<file path="src/mlfq_pkg.sv">
// Shared types and constants for the multilevel feedback queue scheduler.
`timescale 1ns / 1ps
package mlfq_pkg;
	localparam int LEVELS = 8;
	localparam int LEVEL_DEPTH = 64;
	localparam int LVW = $clog2(LEVELS);
	localparam int SLOTW = $clog2(LEVEL_DEPTH);
	localparam int FILLW = SLOTW + 1;
	localparam int ADDRW = LVW + SLOTW;
	localparam int ENTW = 62;

	localparam logic [2:0] ST_IDLE = 3'd0;
	localparam logic [2:0] ST_RAN = 3'd1;
	localparam logic [2:0] ST_DONE = 3'd2;
	localparam logic [2:0] ST_ADMIT = 3'd3;
	localparam logic [2:0] ST_REJECT = 3'd4;

	localparam logic [1:0] REG_LEVEL_COUNT = 2'd0;
	localparam logic [1:0] REG_SLICE = 2'd1;
	localparam logic [1:0] REG_BOOST = 2'd2;

	typedef struct packed {
		logic [5:0] id;
		logic [15:0] remaining;
		logic [7:0] used;
		logic [31:0] arrival;
	} job_t;

	// datapath commands
	typedef enum logic [3:0] {
		OP_NONE,
		OP_ADMIT,
		OP_TICK_FIND,
		OP_TICK_READ,
		OP_TICK_EXEC,
		OP_BOOST_START,
		OP_BOOST_READ,
		OP_BOOST_MOVE
	} op_t;

	typedef struct packed {
		logic found;
		logic boundary;
		logic boost_more;
		logic boost_last;
		logic any_queued;
	} dp_status_t;
endpackage

</file>
<file path="src/mlfq_ctrl.sv">
// Sequencer for admit, tick and boost sweeps; owns the output beat.
`timescale 1ns / 1ps
module mlfq_ctrl (
	input logic clk,
	input logic arst_n,
	input logic in_valid,
	output logic in_ready,
	input logic in_mode,
	output logic out_valid,
	input logic out_ready,
	output logic out_boosted,
	input mlfq_pkg::dp_status_t st,
	output mlfq_pkg::op_t op
);
	typedef enum logic [2:0] {
		S_IDLE, S_READ, S_EXEC, S_BCHK, S_BREAD, S_BMOVE, S_OUT
	} state_t;
	state_t state_q;
	logic boosted_q;

	assign in_ready = (state_q == S_IDLE);
	assign out_valid = (state_q == S_OUT);
	assign out_boosted = boosted_q;

	always_comb begin
		case (state_q)
			S_IDLE: op = !in_valid ? mlfq_pkg::OP_NONE :
				in_mode ? mlfq_pkg::OP_TICK_FIND : mlfq_pkg::OP_ADMIT;
			S_READ: op = mlfq_pkg::OP_TICK_READ;
			S_EXEC: op = mlfq_pkg::OP_TICK_EXEC;
			S_BCHK: op = (st.found && st.boundary && st.any_queued) ?
				mlfq_pkg::OP_BOOST_START : mlfq_pkg::OP_NONE;
			S_BREAD: op = mlfq_pkg::OP_BOOST_READ;
			S_BMOVE: op = mlfq_pkg::OP_BOOST_MOVE;
			default: op = mlfq_pkg::OP_NONE;
		endcase
	end

	always_ff @(posedge clk or negedge arst_n) begin
		if (!arst_n) begin
			state_q <= S_IDLE;
			boosted_q <= 1'b0;
		end else begin
			case (state_q)
				S_IDLE: if (in_valid) begin
					boosted_q <= 1'b0;
					state_q <= in_mode ? S_READ : S_OUT;
				end
				S_READ: state_q <= S_EXEC;
				S_EXEC: state_q <= S_BCHK;
				S_BCHK: if (st.found && st.boundary && st.any_queued) begin
					boosted_q <= 1'b1;
					state_q <= S_BREAD;
				end else
					state_q <= S_OUT;
				// read stage steps level when count is exhausted
				S_BREAD: begin
					if (st.boost_more)
						state_q <= S_BMOVE;
					else if (st.boost_last)
						state_q <= S_OUT;
				end
				S_BMOVE: state_q <= S_BREAD;
				S_OUT: if (out_ready) state_q <= S_IDLE;
				default: state_q <= S_IDLE;
			endcase
		end
	end
endmodule

</file>
<file path="config.mk">
export PLATFORM = sky130hd
export DESIGN_NAME = mlfq_ctrl
export DESIGN_NICKNAME = d
export VERILOG_FILES = /design/src/mlfq_pkg.sv /design/src/mlfq_ctrl.sv
export SDC_FILE = /design/constraint.sdc
export NUM_CORES = 1
export LEC_CHECK = 0
export BUFFER_PORTS_ARGS = -buffer_cell sky130_fd_sc_hd__buf_2
export CAP_MARGIN = 10
export CORE_AREA = 10 10 47 49
export CTS_CLUSTER_DIAMETER = 30
export CTS_CLUSTER_SIZE = 12
export DETAILED_ROUTE_END_ITERATION = 8
export DIE_AREA = 0 0 57 59
export PLACE_DENSITY = 0.53
export SLEW_MARGIN = 25
export SYNTH_ARGS = -nofsm -noshare
export SYNTH_HDL_FRONTEND = slang
export SYNTH_SLANG_ARGS = --single-unit
export TNS_END_PERCENT = 10
</file>
<file path="constraint.sdc">
create_clock -name clk -period 2.2 [get_ports clk]
set_clock_uncertainty 0.2 [all_clocks]
set_input_delay 0 -clock clk [delete_from_list [all_inputs] [get_ports clk]]
set_output_delay 0 -clock clk [all_outputs]
set_load 0.01 [all_outputs]
</file>
==> out/qor.yml <==
outcome:
  outcome: "finished, final reports clean"
hold_path:
  hold_path_class: "input port to flop"
cells_and_area:
  antenna_cells: 0
  drive_gt1_frac: 0.3881
  final_common_cell: "buf_2"
  final_cell_area_um2: 551.8
  fin_util: 0.3938
  area_delta_synth_final_pct: 47.99
  fin_cells: 83
  regArea_um2: 102.6
  multi_input_area_um2: 237.7
  nets: 79
  fillers: 162
  layout_common_cells: "buf_2, dlygate4sd3_1, nand2_1, nor2_1"
placement:
  dp_hpwl_um: 785.1
  gp_congestion: 0.7137
  placed_cells: 71
  dpl_cell_area_um2: 436.7
  port_buffers: 15
timing:
  hold_viol: 0
  setup_viol_count_final: 0
  slew_viol_final: 0
  finalSetupTns_ns: 0
  fmax_mhz: 482.9
  rsz0062_at_grt: "no"
  period_share: 0.9412
  whs_ns: 0.006930
  period_needed_ns: 2.071
drt:
  ant_nets: 0
  drc_errors: 0
  vias: 422
  dr.pass1.iters: 4
  drt_iter0_drc: 8
  wl_per_cell_um: 12.82
  via_per_inst: 5.084
  totalWireLength_um: 1064
critical_path:
  cp-end-kind: "flop"
  critPathKind: "flop to flop"
  worst_setup_path_start_kind: "flop"
  critPathRequiredTime_ns: 2.12
  arrival_ns: 1.99
  path_max_fanout: 13
floorplanning:
  io_pins: 17
  start_util: 0.2661
  row_count: 14
  die_y_um: 59
  fp.coreArea_um2: 1401
  die_x_um: 57
  dieArea_um2: 3363
clock_network:
  cts_buffers: 3
  clk_latency_ns: 0.24
  cts.clk_slew.worst_paths_ns: 0.04
  cts_tree: "built"
  htreeDepth: 1
  cts_setup_buffers: 0
  clock_sinks: 4
  max-clock-path-buffers: 2
  cts_root_buf: "clkbuf_4"
global_routing:
  grt_max_degree: 15
  grt_first_pass_wirelength_um: 1835
  grt_antenna_before_repair: 0
  track_usage: 0.06955
  overflow: 0
  grt_pass1_vias: 426
pwr:
  powerDensity_nw_per_um2: 1268
  ir_drop_uv: 603.9
  total_leakage_power_nw: 0.2504
synth:
  synth_cell_types: 29
  synth_cells: 44
  synth_nets: 54
  yosysSeqAreaShare: 0.2685
  yosys_warnings: 0
  synth_area_um2: 372.9
  syn_avg_cell_area_um2: 8.474
  ys_ff_latch: 4
  ys_top_cells_by_area: "dfrtp_1, a41oi_2, a21oi_1, buf_4, nand2_1"
  synth_top_area_share: 0.2685
  yosysTopAreaCell: "dfrtp_1"
run:
  maxCapViolCount: 0
[power breakdown]
group	total, W	internal, W	switching (W)
Sequential	0.000217	0.000114	0.000103
Combinational	0.000389	0.000220	0.000169
Clock	0.0000942	0.0000612	0.0000330
[Yosys cell counts]
master and number:
dfrtp_1 4, nand2_1 4, nor2_1 4, a21oi_1 3, buf_4 2, nand2b_1 2, nor3_1 2, nor3b_1 2
a211o_1 1, a21o_1 1, a221oi_1 1, a2bb2oi_1 1, a41oi_2 1, and2b_4 1, and3b_1 1, buf_2 1
buf_6 1, conb_1 1, inv_2 1, nand3_1 1, nor2_2 1, nor2b_1 1, nor4_1 1, nor4b_2 1
o21ai_0 1, o221ai_1 1, o2bb2ai_2 1, o31ai_1 1, or2b_1 1
[registers in the layout, indices dropped and copies added (netlist names)]
register / flops
out_boosted: 1
state_q: 3
[logic make-up (layout without fill, tap and decap cells)]
group	after synthesis	after routing	share of synthesized area
simple gates	22	22	0.3557
compound gates	12	12	0.2718
buf+inv	5	28	0.09392
flops	4	4	0.2685
other cells	1	1	0.01006
[layer usage]
layer,GRT usage,vias up,wire (um)
li1,-,206,-
met1,0.06880,204,412
met2,0.1101,10,557
met3,0.04936,2,86
met4,0.03020,0,8
met5,0,-,0
[what timing repair did]
action / in CTS / in global routing
endpoints found under the setup margin: 0 / 1
hold buffers: 9 / 0
hold endpoints to repair: 8 / 0
resized for setup: 0 / 2
[metrics by stage]
step	setup WS (ns)	total power, W
floorplan	0.9073	0.0004737
global placement	0.7378	0.0005604
detailed placement	0.6806	0.0005583
CTS	0.1258	0.0007009
global route	0.01409	0.0007715
finish	0.1293	0.0006999
[final cells by class]
| type | count | share of cell area |
|---|---|---|
| clock buffers | 3 | 0.04082 |
| inverters | 1 | 0.006803 |
| multi-input cells | 35 | 0.4308 |
| flip-flops and latches | 4 | 0.1859 |
| well taps | 16 | 0.03628 |
| repair buffers | 24 | 0.2993 |
[critical path, cell delays in order, from the launching register on]
cell and delay, ns:
dfrtp_1 0.51, and3b_1 0.24, a221oi_1 0.31, o31ai_1 0.12, dlygate4sd3_1 0.57
[worst paths after layout]
kind,start,to,slack [ns],depth (start not counted)
max,state_q[0],state_q[1],0.13,4
min reg2reg,out_boosted,out_boosted,0.33,1
min in group asynchronous,arst_n,state_q[0],0.45,3
max in group asynchronous,arst_n,state_q[2],1.16,3
max reg2reg,state_q[0],state_q[1],0.13,4
min,in_mode,state_q[2],0.007,4
(Power assumes the default switching activity.)
